File: config.mk
export PLATFORM = sky130hd
export DESIGN_NAME = utf8_script_classifier
export DESIGN_NICKNAME = d
export VERILOG_FILES = /design/src/rtl/core/utf8sc_pkg.sv /design/src/rtl/core/utf8_script_classifier.sv
export SDC_FILE = /design/constraint.sdc
export NUM_CORES = 1
export LEC_CHECK = 0
export ABC_CLOCK_PERIOD_IN_PS = 2300
export BUFFER_PORTS_ARGS = -buffer_cell sky130_fd_sc_hd__buf_2
export CAP_MARGIN = 20
export CORE_ASPECT_RATIO = 0.8
export CORE_MARGIN = 8
export CORE_UTILIZATION = 40
export CTS_CLUSTER_SIZE = 25
export DETAILED_ROUTE_END_ITERATION = 8
export GPL_TIMING_DRIVEN = 0
export PLACE_DENSITY = 0.7
export SLEW_MARGIN = 20
export SYNTH_ARGS = -nofsm -noshare
export SYNTH_HDL_FRONTEND = slang
export SYNTH_SLANG_ARGS = --single-unit
File: constraint.sdc
create_clock -name clk -period 2.3 [get_ports clk]
set_input_delay 0.115 -clock clk [delete_from_list [all_inputs] [get_ports clk]]
set_output_delay 0.115 -clock clk [all_outputs]
set_load 0.1 [all_outputs]
File: src/rtl/core/utf8sc_pkg.sv
package utf8sc_pkg;

    // Class codes carried in the low bits of the result beat.
    localparam logic [2:0] CLS_NONE     = 3'd0;
    localparam logic [2:0] CLS_LATIN    = 3'd1;
    localparam logic [2:0] CLS_CYR      = 3'd2;
    localparam logic [2:0] CLS_OTHER    = 3'd3;
    localparam logic [2:0] CLS_SP_LATIN = 3'd4;
    localparam logic [2:0] CLS_SP_CYR   = 3'd5;
    localparam logic [2:0] CLS_SP_OTHER = 3'd6;

    // Pending Cyrillic lead byte.
    localparam logic [1:0] LEAD_NONE = 2'd0;
    localparam logic [1:0] LEAD_D0   = 2'd1;
    localparam logic [1:0] LEAD_D1   = 2'd2;

    // Byte values used by the scan.
    localparam logic [7:0] BYTE_SPACE   = 8'h20;
    localparam logic [7:0] BYTE_UPPER_A = 8'h41;
    localparam logic [7:0] BYTE_UPPER_Z = 8'h5A;
    localparam logic [7:0] BYTE_LOWER_A = 8'h61;
    localparam logic [7:0] BYTE_LOWER_Z = 8'h7A;
    localparam logic [7:0] BYTE_D0      = 8'hD0;
    localparam logic [7:0] BYTE_D1      = 8'hD1;
    localparam logic [7:0] BYTE_80      = 8'h80;
    localparam logic [7:0] BYTE_81      = 8'h81;
    localparam logic [7:0] BYTE_8F      = 8'h8F;
    localparam logic [7:0] BYTE_90      = 8'h90;
    localparam logic [7:0] BYTE_91      = 8'h91;
    localparam logic [7:0] BYTE_BF      = 8'hBF;
    localparam logic [7:0] BYTE_C3      = 8'hC3;
    localparam logic [7:0] BYTE_E3      = 8'hE3;
    localparam logic [7:0] BYTE_F0      = 8'hF0;

    // Result beat layout, highest bits first.
    typedef struct packed {
        logic [1:0] pad;
        logic       other_seen;
        logic       cyrillic_seen;
        logic       latin_seen;
        logic [2:0] class_code;
    } result_t;

    // A leading space selects the space codes; other beats Latin, Latin beats Cyrillic.
    function automatic logic [2:0] class_of(input logic sp, input logic lat,
                                            input logic cyr, input logic frn);
        logic [2:0] code;
        code = CLS_NONE;
        if (sp && frn)
            code = CLS_SP_OTHER;
        else if (sp && lat)
            code = CLS_SP_LATIN;
        else if (sp && cyr)
            code = CLS_SP_CYR;
        else if (frn)
            code = CLS_OTHER;
        else if (lat)
            code = CLS_LATIN;
        else if (cyr)
            code = CLS_CYR;
        return code;
    endfunction

endpackage

File: src/rtl/core/utf8_script_classifier.sv
// Script classifier for short UTF-8 text pieces.
// The slave channel takes one byte of the piece per beat in s_axis_tdata, with
// s_axis_tlast high on the final byte; an empty piece is never sent. Only the final
// byte produces a beat on the master channel: the class code and the three seen flags.
// Each byte is first captured in an input register, then scanned by combinational logic
// against the per-piece state (leading space, seen flags, pending lead, skip count).
// One byte is taken every cycle unless a final byte waits for room at the output;
// the scan lies between the input register and the state and result registers.
// The final byte's result is registered when that byte leaves the input register.
// After the final byte the scan state returns to its start values, so the next
// piece can follow in the very next cycle.
// When the receiver stalls, the result is held in the output register and bytes
// that end no piece keep flowing; a further final byte waits in the input register,
// and s_axis_tready drops only then.
// Reset restarts the scan and clears both valid flags; no result is pending after reset.
module utf8_script_classifier (
    input  logic       clk,
    input  logic       rst_n,
    input  logic       s_axis_tvalid,
    output logic       s_axis_tready,
    input  logic [7:0] s_axis_tdata,   // [7:0] text_byte
    input  logic       s_axis_tlast,   // last_byte
    output logic       m_axis_tvalid,
    input  logic       m_axis_tready,
    output logic [7:0] m_axis_tdata    // [2:0] class_code, [3] latin_seen,
                                       // [4] cyrillic_seen, [5] other_seen, [7:6] zero
);

    logic       in_valid_reg;
    logic [7:0] in_byte_reg;
    logic       in_last_reg;

    logic       at_first_reg,  at_first_next;
    logic       space_lead_reg, space_lead_next;
    logic       latin_reg,     latin_next;
    logic       cyr_reg,       cyr_next;
    logic       foreign_reg,   foreign_next;
    logic [1:0] lead_reg,      lead_next;
    logic [1:0] skip_reg,      skip_next;

    logic                 out_valid_reg;
    utf8sc_pkg::result_t  out_data_reg;
    utf8sc_pkg::result_t  result;

    logic out_free;
    logic advance;

    logic       sp_new;
    logic       lat_new;
    logic       cyr_new;
    logic       frn_new;
    logic [1:0] lead_new;
    logic [1:0] skip_new;

    // A byte that ends no piece needs no room at the output.
    assign out_free      = !out_valid_reg || m_axis_tready;
    assign advance       = in_valid_reg && (!in_last_reg || out_free);
    assign s_axis_tready = !in_valid_reg || advance;

    assign m_axis_tvalid = out_valid_reg;
    assign m_axis_tdata  = out_data_reg;

    always_comb
    begin
        sp_new   = at_first_reg ? (in_byte_reg == utf8sc_pkg::BYTE_SPACE) : space_lead_reg;
        lat_new  = latin_reg;
        cyr_new  = cyr_reg;
        frn_new  = foreign_reg;
        lead_new = lead_reg;
        skip_new = skip_reg;

        if (skip_reg != 2'd0)
        begin
            skip_new = skip_reg - 2'd1;
        end
        else if (lead_reg == utf8sc_pkg::LEAD_D0)
        begin
            lead_new = utf8sc_pkg::LEAD_NONE;
            if ((in_byte_reg >= utf8sc_pkg::BYTE_90 && in_byte_reg <= utf8sc_pkg::BYTE_BF)
                || in_byte_reg == utf8sc_pkg::BYTE_81)
                cyr_new = 1'b1;
            else
                frn_new = 1'b1;
        end
        else if (lead_reg != utf8sc_pkg::LEAD_NONE)
        begin
            lead_new = utf8sc_pkg::LEAD_NONE;
            if ((in_byte_reg >= utf8sc_pkg::BYTE_80 && in_byte_reg <= utf8sc_pkg::BYTE_8F)
                || in_byte_reg == utf8sc_pkg::BYTE_91)
                cyr_new = 1'b1;
            else
                frn_new = 1'b1;
        end
        else if ((in_byte_reg >= utf8sc_pkg::BYTE_UPPER_A
                  && in_byte_reg <= utf8sc_pkg::BYTE_UPPER_Z)
                 || (in_byte_reg >= utf8sc_pkg::BYTE_LOWER_A
                  && in_byte_reg <= utf8sc_pkg::BYTE_LOWER_Z))
        begin
            lat_new = 1'b1;
        end
        else if (in_byte_reg[7])
        begin
            // A lone D0 or D1 as the final byte falls through to the two-byte rule.
            if ((in_byte_reg == utf8sc_pkg::BYTE_D0 || in_byte_reg == utf8sc_pkg::BYTE_D1)
                && !in_last_reg)
            begin
                lead_new = (in_byte_reg == utf8sc_pkg::BYTE_D0) ? utf8sc_pkg::LEAD_D0
                                                                : utf8sc_pkg::LEAD_D1;
            end
            else if (in_byte_reg >= utf8sc_pkg::BYTE_C3 && in_byte_reg < utf8sc_pkg::BYTE_E3)
            begin
                frn_new  = 1'b1;
                skip_new = 2'd1;
            end
            else if (in_byte_reg >= utf8sc_pkg::BYTE_E3 && in_byte_reg < utf8sc_pkg::BYTE_F0)
            begin
                frn_new  = 1'b1;
                skip_new = 2'd2;
            end
            else if (in_byte_reg >= utf8sc_pkg::BYTE_F0)
            begin
                skip_new = 2'd3;
            end
        end

        result.pad           = 2'b00;
        result.class_code    = utf8sc_pkg::class_of(sp_new, lat_new, cyr_new, frn_new);
        result.latin_seen    = lat_new;
        result.cyrillic_seen = cyr_new;
        result.other_seen    = frn_new;

        at_first_next   = at_first_reg;
        space_lead_next = space_lead_reg;
        latin_next      = latin_reg;
        cyr_next        = cyr_reg;
        foreign_next    = foreign_reg;
        lead_next       = lead_reg;
        skip_next       = skip_reg;
        if (advance)
        begin
            if (in_last_reg)
            begin
                at_first_next   = 1'b1;
                space_lead_next = 1'b0;
                latin_next      = 1'b0;
                cyr_next        = 1'b0;
                foreign_next    = 1'b0;
                lead_next       = utf8sc_pkg::LEAD_NONE;
                skip_next       = 2'd0;
            end
            else
            begin
                at_first_next   = 1'b0;
                space_lead_next = sp_new;
                latin_next      = lat_new;
                cyr_next        = cyr_new;
                foreign_next    = frn_new;
                lead_next       = lead_new;
                skip_next       = skip_new;
            end
        end
    end

    always_ff @(posedge clk or negedge rst_n)
    begin
        if (!rst_n)
        begin
            in_valid_reg   <= 1'b0;
            out_valid_reg  <= 1'b0;
            at_first_reg   <= 1'b1;
            space_lead_reg <= 1'b0;
            latin_reg      <= 1'b0;
            cyr_reg        <= 1'b0;
            foreign_reg    <= 1'b0;
            lead_reg       <= utf8sc_pkg::LEAD_NONE;
            skip_reg       <= 2'd0;
        end
        else
        begin
            if (s_axis_tready)
                in_valid_reg <= s_axis_tvalid;
            if (advance && in_last_reg)
                out_valid_reg <= 1'b1;
            else if (m_axis_tready)
                out_valid_reg <= 1'b0;
            at_first_reg   <= at_first_next;
            space_lead_reg <= space_lead_next;
            latin_reg      <= latin_next;
            cyr_reg        <= cyr_next;
            foreign_reg    <= foreign_next;
            lead_reg       <= lead_next;
            skip_reg       <= skip_next;
        end
    end

    always_ff @(posedge clk)
    begin
        if (s_axis_tready && s_axis_tvalid)
        begin
            in_byte_reg <= s_axis_tdata;
            in_last_reg <= s_axis_tlast;
        end
        if (advance && in_last_reg)
            out_data_reg <= result;
    end

    // A skip count and a pending lead byte are never active together.
    a_skip_lead_excl: assert property (@(posedge clk) disable iff (!rst_n)
        !(skip_reg != 2'd0 && lead_reg != utf8sc_pkg::LEAD_NONE))
        else $error("skip count and pending lead both active");

    a_lead_code: assert property (@(posedge clk) disable iff (!rst_n)
        lead_reg == utf8sc_pkg::LEAD_NONE || lead_reg == utf8sc_pkg::LEAD_D0
        || lead_reg == utf8sc_pkg::LEAD_D1)
        else $error("invalid pending lead code");

    // The scan state starts afresh after the final byte of a piece.
    a_restart: assert property (@(posedge clk) disable iff (!rst_n)
        (advance && in_last_reg) |=> (at_first_reg && !latin_reg && !cyr_reg
                                      && !foreign_reg && skip_reg == 2'd0))
        else $error("state not cleared after final byte");

    // A result without any script class must not report a seen flag.
    a_none_no_flags: assert property (@(posedge clk) disable iff (!rst_n)
        (out_valid_reg && out_data_reg.class_code == utf8sc_pkg::CLS_NONE)
            |-> !(out_data_reg.latin_seen || out_data_reg.cyrillic_seen
                  || out_data_reg.other_seen))
        else $error("class none with a seen flag set");

endmodule

==> results of run 1 <==
[placed cells by master (no fill, tap or decap), types with 2 or more instances in the layout]
cell type / count
buf_4: 3
nor2_1: 11
a22o_1: 3
nand2_1: 9
a21oi_1: 2
o21a_1: 3
a31oi_1: 2
dfrtp_1: 9
nor3_1: 4
o22ai_1: 2
buf_2: 20
clkbuf_8: 3
nor2b_1: 2
edfxtp_1: 15
or4_4: 2
nand3_1: 2
nand2b_1: 3
inv_1: 6
o21ai_0: 6
buf_6: 2
nand3b_1: 2
conb_1: 2
[layer usage]
layer  routed length (um)  global-route usage  part of all wire
met5                    0                   0                 0
met4                   12              0.0207            0.0050
met2                  970               0.149              0.41
met1                 1250               0.125              0.52
met3                  151              0.0363             0.063
[worst min-delay path by stage]
stage	cells after the start	slack [ns]	end	start
after CTS	1	0.008	in_byte_reg[1]$_DFFE_PP_	s_axis_tdata[1]
final	1	0.02	in_byte_reg[1]$_DFFE_PP_	s_axis_tdata[1]
after detailed placement	1	0.001	skip_reg[0]$_DFFE_PN0P_	rst_n
after global placement	1	-0.002	skip_reg[0]$_DFFE_PN0P_	rst_n
after global routing	1	0.0006	in_byte_reg[6]$_DFFE_PP_	s_axis_tdata[6]
after floorplan	0	-0.18	cyr_reg$_DFFE_PN0P_	rst_n
[cells by family (layout without fill, tap and decap cells)]
kind of cell / after synthesis / after routing / share of synthesized area
multiplexers: 1 / 1 / 0.00784
AO/OA/AOI/OAI: 27 / 27 / 0.159
buffers and inverters: 11 / 36 / 0.0529
AND/OR/NAND/NOR: 46 / 46 / 0.202
other: 1 / 2 / 0.00294
XOR/XNOR: 1 / 1 / 0.00686
flip-flops: 26 / 26 / 0.569
[metrics by stage]
stage,std cells,total power (W),hold WS (ns)
2_1_floorplan,114,0.000754,-0.181
3_3_place_gp,174,0.000799,-0.00220
3_5_place_dp,174,0.000801,0.00146
4_1_cts,179,0.00106,0.00826
5_1_grt,179,0.00109,0.000645
6_report,179,0.00105,0.0174
[critical path: stages, from the launching register on]
cell      delay (ns)
edfxtp_1        0.46
a211o_1         0.37
or3b_4          0.41
a31oi_2         0.18
o311ai_2        0.16
o21a_1          0.20
[power groups by stage]
stage | Clock (W) | Combinational (W) | Sequential [W]
after floorplan | 0 | 0.000117 | 0.000637
after global placement | 0 | 0.000229 | 0.000569
after detailed placement | 0 | 0.000231 | 0.000571
after CTS | 0.000265 | 0.000233 | 0.000561
after global routing | 0.000280 | 0.000250 | 0.000565
final | 0.000253 | 0.000231 | 0.000561
[timing repair]
item | in CTS | in global routing
hold buffers | 1 | 0
endpoints found under the setup margin | 0 | 0
endpoints found under the hold margin | 11 | 0
[layout make-up]
| class | instances | area share |
|---|---|---|
| flip-flops and latches | 26 | 0.490 |
| multi-input cells | 77 | 0.328 |
| repair buffers | 21 | 0.0738 |
| well taps | 40 | 0.0335 |
| plain buffers | 5 | 0.0302 |
| clock buffers | 3 | 0.0277 |
| inverters | 6 | 0.0151 |
| clock inverters | 1 | 0.00251 |
==> metrics.md, run 1 <==
| Metric | Value |
|---|---|
| Clock Sinks | `26` |
| Violation count after the first detailed-route iteration | `47` |
| Post-synth EDFFs | `15` |
| DP Worst Slack | `0.302 ns` |
| Ys flop type | `edfxtp_1` |
| Initial antenna violation count | `0` |
| Setup crit end kind | `flop` |
| Cell area after layout | `around 0.0015 sq mm` |
| Worst-Skew Late Latency | `approximately 0.27 ns` |
| Port Buffers | `20` |
| Critical path type | `reg -> reg` |
| Final slew viol count | `0` |
| Final WL | `2380 um` |
| Num CTS Buffers | `3` |
| Pin count of the biggest net entering global routing | `15` |
| Seq cells post-synth | `26` |
| RR Startpoint | `in_byte_reg[1]$_DFFE_PP_` |
| Worst R2R Path Depth | `5` |
| Worst endpoint required time | `about 2.3 ns` |
| RR Endpoint | `m_axis_tdata[2]$_SDFFCE_PP1P_` |
| DR vias | `920` |
| Power Density | `700 mW/mm^2` |
| Htree depth | `1` |
| Psw | `approximately 0.00032 W` |
| Multi-input logic area | `between 400 and 500 sq um` |
| Tot GR Track Use | `0.0964` |
| Leak | `around 0.64 nW` |
| Most frequent cell after synthesis | `edfxtp_1` |
| Setup slack, reg-to-reg | `0.29 ns` |
| Asr flop ratio synth | `0.423` |
| Die Ht | `about 67 um` |
| CP startpoint kind | `flop` |
| Util after Layout | `0.487` |
| Post-route DRC | `0` |
| Clk_skew | `~0.0024 ns` |
| Vias in the first global route | `approximately 910` |
| FF/Latch Area | `about 730 sq um` |
| Number of nets in the layout | `approximately 150` |
| CTS tree | `built` |
| Reg clk slew, reported paths | `~0.08 ns` |
| Fin. Hold Viols | `0` |
| Unrepaired setup endpoints after global routing | `no` |
| I/O pin total | `23` |
| Largest cells by area after synthesis | `edfxtp_1, dfrtp_1, nor2_1, nand2_1, o21ai_0` |
| Die footprint | `about 0.0053 sq mm` |
| DP Wirelength | `roughly 1800 um` |
| Clock tree buffer depth | `2` |
| Share of total power in sequential cells | `0.536` |
| CP arrival | `between 2 and 2.5 ns` |
| Resize count post-CTS | `0` |
| Worst Hold Class | `in -> reg` |
| Die width | `79.2 um` |
| Drt via density | `around 5` |
| Cell taking the most area after synthesis | `edfxtp_1` |
| Ant. Diodes | `0` |
| Comb power frac | `0.221` |
| Area Overhead vs Synth | `16.8%` |
| Final min period | `2.01 ns` |
| Post-CTS Setup Repair Bufs | `0` |
| Synth top area share | `0.353` |
| Global-route wire length before repair | `approximately 4100 um` |
| Status | `completed` |
| Max reg flops | `8` |
| DR WL/cell | `approximately 13 um` |
| Average size of a mapped cell | `roughly 11 sq um` |
| Top cells by count, synth | `edfxtp_1, nor2_1, dfrtp_1` |
| P_int | `slightly above 0.0007 W` |
| Fillers | `310` |
| Clk root buf | `clkbuf_8` |
| CP Max Fanout | `5` |
| Ys Warns | `0` |
| # rows | `18` |
| Sequential share of the synthesized area | `0.569` |
| DP Area | `0.00144 sq mm` |
| Final setup viols | `0` |
| Beginning of the critical path | `in_byte_reg[1]$_DFFE_PP_` |
| Initial DRT Pass Iterations | `5` |
| GRT overflow | `0` |
| Clock share of power | `0.242` |
| Distinct cell type count after synthesis | `42` |
| Max-cap violations | `0` |
| Critical Path End | `m_axis_tdata[2]$_SDFFCE_PP1P_` |
| Layout cells sized above 1 | `0.302` |
| Gate Count Post-Synth | `between 100 and 150` |
| Initial Util | `0.417` |
| Synth Cell Area | `~0.0013 sq mm` |
| Peak supply drop | `0.000297 V` |
| Routed Antenna Nets | `0` |
| PnR worst setup slack | `~0.29 ns` |
| Fmax | `497 MHz` |
| Final setup TNS | `0 ns` |
| Switch share | `0.307` |
| Core Area | `just over 0.003 sq mm` |
| Crit share post-route | `0.876` |
| RePlAce Congestion | `~0.94` |
No activity file was read; power rests on OpenSTA's default activity.
==> run 2: changes to the inputs <==
--- a/config.mk
+++ b/config.mk
@@ -8,13 +8,15 @@
 export ABC_CLOCK_PERIOD_IN_PS = 2300
 export BUFFER_PORTS_ARGS = -buffer_cell sky130_fd_sc_hd__buf_2
 export CAP_MARGIN = 20
+export CELL_PAD_IN_SITES_DETAIL_PLACEMENT = 0
+export CELL_PAD_IN_SITES_GLOBAL_PLACEMENT = 2
 export CORE_ASPECT_RATIO = 0.8
 export CORE_MARGIN = 8
-export CORE_UTILIZATION = 40
+export CORE_UTILIZATION = 35
 export CTS_CLUSTER_SIZE = 25
 export DETAILED_ROUTE_END_ITERATION = 8
 export GPL_TIMING_DRIVEN = 0
-export PLACE_DENSITY = 0.7
+export PLACE_DENSITY = 0.87
 export SLEW_MARGIN = 20
 export SYNTH_ARGS = -nofsm -noshare
 export SYNTH_HDL_FRONTEND = slang
==> run 2 against run 1 <==
Against the previous run:
- sequential share of layout area fell by 2.7 points
- largest power group unchanged
- wire length increased by 15%
- die area up 11%
- largest cell class unchanged
- setup slack barely moved
- critical path type unchanged
- sequential cell count is the same
- first-iteration DRC count up 34%
- global-route usage shrank 0.12 points
- register-to-register slack about the same
- worst hold slack lost 0.0077 ns
- fmax about the same
==> metrics.md, run 2 (synthesized netlist as in run 1, its figures left out) <==
| Metric | Value |
|---|---|
| Status | `completed` |
| Max-cap violations | `0` |
| Sink of the worst hold path | `in_byte_reg[7]$_DFFE_PP_` |
| Number of nets in the layout | `around 160` |
| # rows | `19` |
| Most common cell after layout, fill and taps aside | `buf_2` |
| Largest stage delay, worst path | `0.45 ns` |
| Hold Startpoint | `s_axis_tdata[7]` |
| RR Endpoint | `m_axis_tdata[2]$_SDFFCE_PP1P_` |
| Drt via density | `~5.0` |
| Initial antenna violation count | `0` |
| I/O pin total | `23` |
| FF/Latch Area | `roughly 730 sq um` |
| Fmax | `~500 MHz` |
| Clock Sinks | `26` |
| Max reg flops | `8` |
| Worst Hold Class | `in -> reg` |
| Worst Path Buf+Inv | `0` |
| PnR worst setup slack | `approximately 0.29 ns` |
| Resize count post-CTS | `0` |
| Setup slack, reg-to-reg | `0.29 ns` |
| Layout cells sized above 1 | `0.297` |
| CP delay by family, top | `compound AO/OA/AOI/OAI gates` |
| Htree depth | `1` |
| DR WL/cell | `about 15 um` |
| Cells along the critical path | `a211o_1 > or3b_4 > a31oi_2 > o311ai_2 > o21a_1` |
| DR vias | `between 900 and 1000` |
| CP arrival | `between 2 and 2.5 ns` |
| Final WL | `about 2700 um` |
| WP depth | `5` |
| Fillers | `~340` |
| Clk root buf | `clkbuf_8` |
| Fin. Hold Viols | `0` |
| Die width | `between 80 and 90 um` |
| Power Density | `approximately 750 mW/mm^2` |
| Post-route DRC | `0` |
| Leak | `around 0.68 nW` |
| Final slew viol count | `0` |
| Final setup TNS | `0 ns` |
| Final setup viols | `0` |
| Worst endpoint required time | `between 2 and 2.5 ns` |
| Num CTS Buffers | `3` |
| Worst R2R Path Depth | `5` |
| CTS hold repair buffers | `1` |
| Initial DRT Pass Iterations | `4` |
| Post-CTS Setup Repair Bufs | `0` |
| Setup crit end kind | `flop` |
| CP Max Fanout | `5` |
| Clk_skew | `between 0.001 and 0.0015 ns` |
| Vias in the first global route | `around 950` |
| RR Startpoint | `in_byte_reg[1]$_DFFE_PP_` |
| Violation count after the first detailed-route iteration | `between 60 and 70` |
| Core Area | `approximately 0.0035 sq mm` |
| Hold Crit Depth | `1` |
| Ant. Diodes | `0` |
| Area Overhead vs Synth | `23.8%` |
| Worst-Skew Late Latency | `between 0.2 and 0.3 ns` |
| Die Ht | `70.0 um` |
| Die footprint | `0.00585 sq mm` |
| Routed Antenna Nets | `0` |
| Multi-input logic area | `just under 500 sq um` |
| Initial Util | `0.368` |
| DP Worst Slack | `roughly 0.3 ns` |
| Final min period | `roughly 2.0 ns` |
| Crit share post-route | `0.875` |
| CP startpoint kind | `flop` |
| CTS tree | `built` |
| Tot GR Track Use | `0.0952` |
| Pin count of the biggest net entering global routing | `16` |
| Commonest non-fill, non-tap cells in the layout | `buf_2, edfxtp_1, nor2_1` |
| RePlAce Congestion | `roughly 0.75` |
| GRT overflow | `0` |
| Global-route wire length before repair | `4640 um` |
| Peak supply drop | `roughly 0.00040 V` |
| DP Wirelength | `around 2000 um` |
| Critical path type | `reg -> reg` |
| Unrepaired setup endpoints after global routing | `no` |
| Slowest-stage cell, CP | `edfxtp_1` |
| Clock tree buffer depth | `2` |
| Port Buffers | `20` |
| Reg clk slew, reported paths | `about 0.09 ns` |
run 2: worst max path at each step:
stage,start,endpoint,slack [ns]
finish,in_byte_reg[1]$_DFFE_PP_,m_axis_tdata[2]$_SDFFCE_PP1P_,0.29
global placement,in_byte_reg[1]$_DFFE_PP_,m_axis_tdata[2]$_SDFFCE_PP1P_,0.33
floorplan,m_axis_tvalid$_DFFE_PN0P_,in_byte_reg[0]$_DFFE_PP_,-0.13
detailed placement,in_byte_reg[1]$_DFFE_PP_,m_axis_tdata[2]$_SDFFCE_PP1P_,0.30
CTS,in_byte_reg[1]$_DFFE_PP_,m_axis_tdata[2]$_SDFFCE_PP1P_,0.28
global route,in_byte_reg[1]$_DFFE_PP_,m_axis_tdata[2]$_SDFFCE_PP1P_,0.19
run 2: metrics by stage:
stage	hold slack (ns)	util	cell area, sq um	power (W)	instances
6_report	0.00973	0.456	1580	0.00119	187
5_1_grt	-0.00522	0.456	1580	0.00124	187
4_1_cts	0.00122	0.438	1520	0.00119	181
3_5_place_dp	0.0168	0.415	1440	0.000807	176
3_3_place_gp	0.00443	0.415	1440	0.000802	176
2_1_floorplan	-0.181	-	1290	0.000754	114
run 2: report_power, final:
part | internal [W] | switching, W | leakage [nW]
combinational | 0.0000756 | 0.000169 | 0.355
sequential | 0.000536 | 0.0000249 | 0.288
clock | 0.000233 | 0.000151 | 0.0357
run 2: routing by layer:
metal	share of wire	GRT usage
met1	0.49	0.122
met2	0.46	0.151
met3	0.048	0.0348
met4	0.0055	0.0172
met5	0	0
run 2: area by class of cell:
| type | count | area share |
|---|---|---|
| Inverter | 6 | 0.0142 |
| Clock inverter | 1 | 0.0190 |
| Clock buffer | 3 | 0.0261 |
| Sequential cell | 26 | 0.462 |
| Tap cell | 42 | 0.0332 |
| Multi-Input combinational cell | 77 | 0.309 |
| Buffer | 5 | 0.0285 |
| Timing Repair Buffer | 27 | 0.108 |
